**src/mchm_pkg.sv**
```systemverilog
// Shared constants, types and age-tracking steps for the heartbeat monitor.
package mchm_pkg;

  localparam int CHANNEL_COUNT    = 5;
  localparam int TICKS_PER_SECOND = 1000;

  localparam int WORD_W     = 32;
  localparam int CH_W       = 3;
  localparam int OP_W       = 2;
  localparam int LIMIT_W    = 16;
  localparam int CFG_IDX_W  = 2;
  localparam int CRIT_FIRST = 1;
  localparam int CRIT_COUNT = 4;

  localparam int MS_PER_SECOND = 1000;

  // Remainder of scaled/TICKS_PER_SECOND lives in REM_W bits.
  localparam int REM_W = $clog2(TICKS_PER_SECOND + 1);

  localparam longint unsigned WORD_MOD = 64'd1 << WORD_W;

  // Per tick, scaled grows by MS_PER_SECOND = QUO_STEP*TPS + REM_STEP.
  // A wrap of scaled removes 2^32 = WRAP_QUO*TPS + WRAP_REM.
  localparam logic [WORD_W-1:0] MS_STEP  = WORD_W'(MS_PER_SECOND);
  localparam logic [WORD_W-1:0] QUO_STEP = WORD_W'(MS_PER_SECOND / TICKS_PER_SECOND);
  localparam logic [REM_W:0]    REM_STEP = (REM_W+1)'(MS_PER_SECOND % TICKS_PER_SECOND);
  localparam logic [WORD_W-1:0] WRAP_QUO = WORD_W'(WORD_MOD / TICKS_PER_SECOND);
  localparam logic [REM_W:0]    WRAP_REM = (REM_W+1)'(WORD_MOD % TICKS_PER_SECOND);
  localparam logic [REM_W:0]    TPS_WIDE = (REM_W+1)'(TICKS_PER_SECOND);

  localparam logic [LIMIT_W-1:0] LIMIT_RESET [CRIT_COUNT] = '{
    LIMIT_W'(200), LIMIT_W'(200), LIMIT_W'(500), LIMIT_W'(500)
  };

  typedef enum logic [OP_W-1:0] {
    OP_TICK  = 2'd0,
    OP_BEAT  = 2'd1,
    OP_QUERY = 2'd2
  } op_t;

  typedef struct packed {
    logic [WORD_W-1:0] count;
    logic [WORD_W-1:0] last;
    logic [WORD_W-1:0] age;
    logic              beaten;
  } chan_stat_t;

endpackage

```
**src/mchm_chan.sv**
```systemverilog
// One channel: beat count, last beat tick and an incrementally tracked age.
module mchm_chan (
  input  logic                       clk,
  input  logic                       rst,
  input  logic                       tick_en,
  input  logic                       beat_en,
  input  logic [mchm_pkg::WORD_W-1:0] tick_now,
  output mchm_pkg::chan_stat_t       stat_next
);
  import mchm_pkg::*;

  logic [WORD_W-1:0] count, count_next;
  logic [WORD_W-1:0] last, last_next;
  // scaled = (tick_now - last) * 1000 mod 2^32, kept as quo*TPS + rem
  logic [WORD_W-1:0] scaled, scaled_next;
  logic [WORD_W-1:0] quo, quo_next;
  logic [REM_W-1:0]  rem, rem_next;

  logic [WORD_W:0]   sum_wide;
  logic              wrap;
  logic [REM_W:0]    rem_a, rem_b, rem_c;
  logic              carry;
  logic              borrow;
  logic [WORD_W-1:0] quo_tick;

  always_comb begin
    sum_wide = {1'b0, scaled} + {1'b0, MS_STEP};
    wrap     = sum_wide[WORD_W];

    rem_a = {1'b0, rem} + REM_STEP;
    carry = (rem_a >= TPS_WIDE);
    rem_b = carry ? rem_a - TPS_WIDE : rem_a;

    borrow = wrap && (rem_b < WRAP_REM);
    if (!wrap) begin
      rem_c = rem_b;
    end else if (borrow) begin
      rem_c = rem_b + TPS_WIDE - WRAP_REM;
    end else begin
      rem_c = rem_b - WRAP_REM;
    end

    quo_tick = quo + QUO_STEP + WORD_W'(carry);
    if (wrap) begin
      quo_tick = quo_tick - WRAP_QUO - WORD_W'(borrow);
    end

    count_next  = count;
    last_next   = last;
    scaled_next = scaled;
    quo_next    = quo;
    rem_next    = rem;
    if (beat_en) begin
      count_next  = count + WORD_W'(1);
      last_next   = tick_now;
      scaled_next = '0;
      quo_next    = '0;
      rem_next    = '0;
    end else if (tick_en) begin
      scaled_next = sum_wide[WORD_W-1:0];
      quo_next    = quo_tick;
      rem_next    = rem_c[REM_W-1:0];
    end

    stat_next.count  = count_next;
    stat_next.last   = last_next;
    stat_next.age    = quo_next;
    stat_next.beaten = (last_next != '0);
  end

  always_ff @(posedge clk) begin
    if (rst) begin
      count  <= '0;
      last   <= '0;
      scaled <= '0;
      quo    <= '0;
      rem    <= '0;
    end else begin
      count  <= count_next;
      last   <= last_next;
      scaled <= scaled_next;
      quo    <= quo_next;
      rem    <= rem_next;
    end
  end

`ifndef SYNTHESIS
  a_rem_bound: assert property (@(posedge clk) disable iff (rst)
    {1'b0, rem} < TPS_WIDE)
    else $error("age remainder out of range");

  a_beat_clears_age: assert property (@(posedge clk) disable iff (rst)
    beat_en |=> (quo == '0) && (last == $past(tick_now)))
    else $error("beat did not restart age");
`endif

endmodule

```
**src/mchm_report.sv**
```systemverilog
// Result selection, alive checks and the output register with skid stage.
module mchm_report (
  input  logic                         clk,
  input  logic                         rst,
  input  logic                         in_fire,
  output logic                         in_ready,
  input  logic [mchm_pkg::CH_W-1:0]    channel,
  input  logic [mchm_pkg::WORD_W-1:0]  age_threshold,
  input  mchm_pkg::chan_stat_t         stats [mchm_pkg::CHANNEL_COUNT],
  input  logic [mchm_pkg::LIMIT_W-1:0] limits [mchm_pkg::CRIT_COUNT],
  output logic                         out_valid,
  input  logic                         out_ready,
  output logic [mchm_pkg::WORD_W-1:0]  beat_count,
  output logic [mchm_pkg::WORD_W-1:0]  last_tick,
  output logic [mchm_pkg::WORD_W-1:0]  age_ms,
  output logic                         alive,
  output logic                         all_critical_alive
);
  import mchm_pkg::*;

  typedef struct packed {
    logic [WORD_W-1:0] count;
    logic [WORD_W-1:0] last;
    logic [WORD_W-1:0] age;
    logic              alive;
    logic              crit;
  } result_t;

  chan_stat_t sel;
  logic       sel_ok;
  result_t    res;
  result_t    skid;
  logic       skid_full;
  logic       crit;

  always_comb begin
    sel    = '0;
    sel_ok = 1'b0;
    for (int i = 0; i < CHANNEL_COUNT; i++) begin
      if (channel == CH_W'(i)) begin
        sel    = stats[i];
        sel_ok = 1'b1;
      end
    end

    crit = 1'b1;
    for (int i = 0; i < CRIT_COUNT; i++) begin
      if (!stats[CRIT_FIRST + i].beaten ||
          (stats[CRIT_FIRST + i].age > {{(WORD_W-LIMIT_W){1'b0}}, limits[i]})) begin
        crit = 1'b0;
      end
    end

    res.count = sel_ok ? sel.count : '0;
    res.last  = sel_ok ? sel.last : '0;
    res.age   = (sel_ok && sel.beaten) ? sel.age : '1;
    res.alive = sel_ok && sel.beaten && (sel.age <= age_threshold);
    res.crit  = crit;
  end

  assign in_ready = !skid_full;

  always_ff @(posedge clk) begin
    if (rst) begin
      out_valid <= 1'b0;
      skid_full <= 1'b0;
    end else if (out_valid && !out_ready) begin
      if (in_fire) begin
        skid_full <= 1'b1;
      end
    end else if (skid_full) begin
      out_valid <= 1'b1;
      skid_full <= 1'b0;
    end else begin
      out_valid <= in_fire;
    end
  end

  // payload side, no reset
  always_ff @(posedge clk) begin
    if (out_valid && !out_ready) begin
      if (in_fire) begin
        skid <= res;
      end
    end else if (skid_full) begin
      beat_count         <= skid.count;
      last_tick          <= skid.last;
      age_ms             <= skid.age;
      alive              <= skid.alive;
      all_critical_alive <= skid.crit;
    end else if (in_fire) begin
      beat_count         <= res.count;
      last_tick          <= res.last;
      age_ms             <= res.age;
      alive              <= res.alive;
      all_critical_alive <= res.crit;
    end
  end

`ifndef SYNTHESIS
  a_skid_behind_out: assert property (@(posedge clk) disable iff (rst)
    skid_full |-> out_valid)
    else $error("skid beat held with empty output");

  a_alive_needs_beat: assert property (@(posedge clk) disable iff (rst)
    out_valid && alive |-> (last_tick != '0) && (age_ms != '1))
    else $error("alive reported for never-beaten channel");
`endif

endmodule

```
**src/multi_channel_heartbeat_monitor.sv**
```systemverilog
// Top level: tick counter, limit registers, channel trackers and result stage.
// Each result is registered in the output register, or in the skid register
// while the output is stalled. Throughput: one item per cycle while the skid
// is empty; ages update per tick with adds only and need no divider.
// A two-deep output stage (result register plus skid) keeps input open while
// one beat is stalled. Reset (rst, synchronous) zeroes ticks, counts and
// stamps and loads the limits with 200/200/500/500 ms.
module multi_channel_heartbeat_monitor (
  input  logic                           clk,
  input  logic                           rst,
  input  logic                           cfg_we,
  input  logic [mchm_pkg::CFG_IDX_W-1:0] cfg_index,
  input  logic [mchm_pkg::LIMIT_W-1:0]   cfg_data,
  input  logic                           in_valid,
  output logic                           in_ready,
  input  logic [mchm_pkg::OP_W-1:0]      opcode,
  input  logic [mchm_pkg::CH_W-1:0]      channel,
  input  logic [mchm_pkg::WORD_W-1:0]    age_threshold,
  output logic                           out_valid,
  input  logic                           out_ready,
  output logic [mchm_pkg::WORD_W-1:0]    beat_count,
  output logic [mchm_pkg::WORD_W-1:0]    last_tick,
  output logic [mchm_pkg::WORD_W-1:0]    age_ms,
  output logic                           alive,
  output logic                           all_critical_alive
);
  import mchm_pkg::*;

  logic              in_fire;
  logic              tick_en;
  logic              beat_op;
  logic [WORD_W-1:0] tick_now, tick_now_next;
  logic [LIMIT_W-1:0] limits [CRIT_COUNT];
  chan_stat_t        stats [CHANNEL_COUNT];

  assign in_fire       = in_valid && in_ready;
  assign tick_en       = in_fire && (opcode == OP_TICK);
  assign beat_op       = in_fire && (opcode == OP_BEAT);
  assign tick_now_next = tick_en ? tick_now + WORD_W'(1) : tick_now;

  always_ff @(posedge clk) begin
    if (rst) begin
      tick_now <= '0;
    end else begin
      tick_now <= tick_now_next;
    end
  end

  // register index equals limit slot
  always_ff @(posedge clk) begin
    if (rst) begin
      limits <= LIMIT_RESET;
    end else if (cfg_we) begin
      limits[cfg_index] <= cfg_data;
    end
  end

  for (genvar i = 0; i < CHANNEL_COUNT; i++) begin : g_chan
    mchm_chan u_chan (
      .clk       (clk),
      .rst       (rst),
      .tick_en   (tick_en),
      .beat_en   (beat_op && (channel == CH_W'(i))),
      .tick_now  (tick_now),
      .stat_next (stats[i])
    );
  end

  mchm_report u_report (
    .clk                (clk),
    .rst                (rst),
    .in_fire            (in_fire),
    .in_ready           (in_ready),
    .channel            (channel),
    .age_threshold      (age_threshold),
    .stats              (stats),
    .limits             (limits),
    .out_valid          (out_valid),
    .out_ready          (out_ready),
    .beat_count         (beat_count),
    .last_tick          (last_tick),
    .age_ms             (age_ms),
    .alive              (alive),
    .all_critical_alive (all_critical_alive)
  );

`ifndef SYNTHESIS
  a_tick_advance: assert property (@(posedge clk) disable iff (rst)
    tick_en |=> tick_now == $past(tick_now) + WORD_W'(1))
    else $error("tick counter did not advance");

  a_tick_hold: assert property (@(posedge clk) disable iff (rst)
    !tick_en |=> $stable(tick_now))
    else $error("tick counter moved without a tick beat");
`endif

endmodule

```
**config.mk**
```make
export PLATFORM = sky130hd
export DESIGN_NAME = multi_channel_heartbeat_monitor
export DESIGN_NICKNAME = d
export VERILOG_FILES = /design/src/mchm_pkg.sv /design/src/mchm_chan.sv /design/src/mchm_report.sv /design/src/multi_channel_heartbeat_monitor.sv
export SDC_FILE = /design/constraint.sdc
export NUM_CORES = 2
export LEC_CHECK = 0
export ABC_AREA = 1
export BUFFER_PORTS_ARGS = -buffer_cell sky130_fd_sc_hd__buf_4
export CAP_MARGIN = 20
export CORE_MARGIN = 2
export CORE_UTILIZATION = 51
export DETAILED_ROUTE_END_ITERATION = 12
export PLACE_DENSITY = 0.76
export SLEW_MARGIN = 20
export SYNTH_ARGS = -nofsm -noshare
export SYNTH_HDL_FRONTEND = slang
export SYNTH_HIERARCHICAL = 1
export SYNTH_SLANG_ARGS = --single-unit
```
**constraint.sdc**
```tcl
create_clock -name clk -period 15.7 [get_ports clk]
set_input_delay 2.355 -clock clk [delete_from_list [all_inputs] [get_ports clk]]
set_output_delay 2.355 -clock clk [all_outputs]
set_load 0.01 [all_outputs]
```
==> results.cfg <==
[worst_setup_path]
crit_buf_inv = 9
endpoint_kind = flop
path_max_fanout = 5
r2r-end = u_report/alive
cp_top_family = simple AND/OR/NAND/NOR gates
worstSetupStartpointType = flop
critPathKind = flop to flop
required_ns = 16.32
cp-startpoint = g_chan[0].u_chan/rem[3]
crit_arrival_ns = 8.46
worst_r2r_path_depth = 49
r2r_start = g_chan[0].u_chan/rem[3]
crit_top_cell = nand2_1
max_stage_delay_ns = 0.85
crit_slowest_cell = nor4_1
r2r_slack_ns = 7.85

[global_route]
overflow = 0
grt_usage_pct = 32.3
grt_pass1_wl_um = 321000
grt_pass1_vias = 57600
antenna_found_initial = 1
grt_max_degree = 191

[final_layout]
regArea_mm2 = 0.0211
drive_gt1_share_pct = 9.42
area_growth_pct = 9.94
fillers = 12000
multi_input_area_mm2 = 0.0345
layout.nets = 9771
final-instance-count-excl-fill = 11200

[clock_tree]
clk_latency_ns = 0.77
cts_setup_buffers = 0
cts_hold_buf = 0
root_buffer = clkbuf_16
clk_pin_slew_ns = 0.06
numCtsBuffers = 106
cts_buffer_depth = 3
cts_tree = done
htree_levels = 3
postCtsResizedCells = 0
clock_sinks = 954

[synth]
synth-seq-cells = 954
yosysUniqueCellTypes = 54
synth_cells = 9481
yosysSeqAreaShare_pct = 33.9
synth_area_mm2 = 0.0622
syn_nets = 9768
synth-async-reset-ratio_pct = 0
synth_area_leaders = dfxtp_1, nand2_1, edfxtp_1
ys.flop_type = dfxtp_1
yosysTopAreaCell = dfxtp_1
syn_avg_cell_area_um2 = 6.56
yosysWarningCount = 6
synth_top_area_share_pct = 24.4
synth_edf_count = 196

[sta]
skew_ns = 0.0728
min_period_over_period_pct = 50.0
fin_setup_tns_ns = 0
grt_setup_unrepaired = false
slew_violations = 0
worstMarginPinSlew_ns = 1.09
slew_headroom_pct = 26.9
finalHoldViolCount = 0
worst_hold_slack_ns = 0.456
fin_crit_ns = 7.85
setup_violations = 0
max_freq_mhz = 127

[detailed_routing]
highest_layer = met4
viasPerCell = 5.55
vias = 62200
drc_errors = 0
wl_met3_um = 20000
routedWlPerCell_um = 18.6
wirelength_um = 208000
drt-pass1-iter-count = 6
wl_met2_um = 88100
drt-met1-wl_um = 92200
initialDrtViolationCount = 6552
ant_nets = 0

[placement]
dp_cells = 11000
port_buffers = 159
gp_congestion = 1.01
place_hpwl_um = 156000

[pwr]
intPower_w = 0.00441
p_leak_nw = 31.3
comb_power_share_pct = 13.3
p_per_area_mw_per_mm2 = 90.2
switching_share_pct = 28.4
seq_power_share_pct = 43.0
p_clk_share_pct = 43.7
vdd_drop_max_mv = 0.0958
power_switching_w = 0.00175

[job]
max-cap-violations = 0

[die]
core_mm2 = 0.121
initial_core_util_pct = 51.2
fp.dieArea_mm2 = 0.125
fp.dieW_um = 353
die_h_um = 353
rows = 128
ios = 160

[status]
outcome = complete, no violations

[worst_hold_path]
hp-start = limits[5]
holdPathStages = 2
hold_path_class = flop to flop
whs_endpoint = limits[5]
worst register-to-register path: cells and delay by family (launching register included):
kind | cells | cell delay, ns
flip-flops | 1 | 0.41
AO/OA/AOI/OAI | 6 | 1.35
adder cells (fa/ha/maj) | 6 | 1.33
buffers and inverters | 9 | 0.63
AND/OR/NAND/NOR | 28 | 4.00
power by group through the flow:
stage	logic (W)	clock network, W	registers [W]
finish	0.000821	0.00269	0.00265
global route	0.000899	0.00283	0.00266
CTS	0.000803	0.00273	0.00265
detailed placement	0.000799	0	0.00270
global placement	0.000786	0	0.00270
floorplan	0.000516	0	0.00269
worst max-delay path by stage:
stage | end | slack [ns] | cells past startpoint
after floorplan | u_report/age_ms[0] | 8.37 | 4
after global placement | u_report/alive | 7.89 | 25
after detailed placement | u_report/alive | 7.91 | 24
after CTS | u_report/alive | 8.25 | 53
after global routing | u_report/alive | 7.27 | 53
final | u_report/alive | 7.85 | 49
per-stage QoR:
stage	utilization (%)	setup WS, ns	total power, W	cell area [um2]
after floorplan	-	8.37	0.00321	62200
after global placement	53.2	7.89	0.00349	64600
after detailed placement	53.2	7.91	0.00350	64600
after CTS	56.3	8.25	0.00619	68400
after global routing	56.3	7.27	0.00639	68400
final	56.3	7.85	0.00617	68400
metal layers:
metal | vias to the layer above | GRT usage (%)
met5 | - | 0
met4 | 0 | 12.4
met3 | 396 | 6.18
met2 | 2600 | 49.0
met1 | 28900 | 45.4
li1 | 30300 | -
Yosys cell counts (all sizes together), types with 44 or more instances:
library cell and instances:
edfxtp 196, nor4 96, nor2 1586, inv 1416, or2 190, o2111ai 63
nand4 116, xnor2 62, clkbuf 199, o21ai 677, nor3 247, buf 108
dfxtp 758, nand2 2104, nand3 622, ha 227, xor2 191, a31oi 44
a21oi 385
cell type report:
class	instances	area share, %
inverter	1438	7.90
timing repair buffer	202	2.30
multi-input combinational	6782	50.5
clock inverter	60	1.18
antenna	1	0.00366
tap	1625	2.97
clock buffer	140	4.32
sequential	954	30.8
cell usage in the layout (no fill, tap or decap), types with 96 or more instances in the layout:
master,synthesis,final
a21oi_1,375,375
buf_4,8,197
clkbuf_16,0,110
dfxtp_1,758,757
edfxtp_1,196,196
ha_1,227,227
inv_1,1376,1374
nand2_1,2010,2010
nand3_1,594,594
nand4_1,116,116
nor2_1,1486,1482
nor3_1,215,212
nor4_1,96,96
o21ai_0,584,583
or2_2,185,185
xor2_1,181,181
cells by family (layout without fill, tap and decap cells):
family          after synthesis  count (layout)  share of synthesized area [%]
xor+xnor                    253             253                           3.77
flops                       954             954                           33.9
buf+inv                    1745            1840                           10.7
fa+ha+maj                   227             227                           4.57
other cells                   0               1                              0
simple gates               5026            5026                           35.8
compound gates             1276            1276                           11.2
state kept, by name, indices dropped and copies added, names as in the netlist:
register	flops
u_report/out_valid	1
g_chan.u_chan/rem	35
g_chan.u_chan/quo	160
u_report/alive	1
u_report/skid	98
g_chan.u_chan/scaled	145
u_report/skid_full	1
limits	64
g_chan.u_chan/last	160
u_report/beat_count	32
u_report/last_tick	32
g_chan.u_chan/count	160
u_report/all_critical_alive	1
u_report/age_ms	32
tick_now	32
Power figures use the tool's default switching activity.
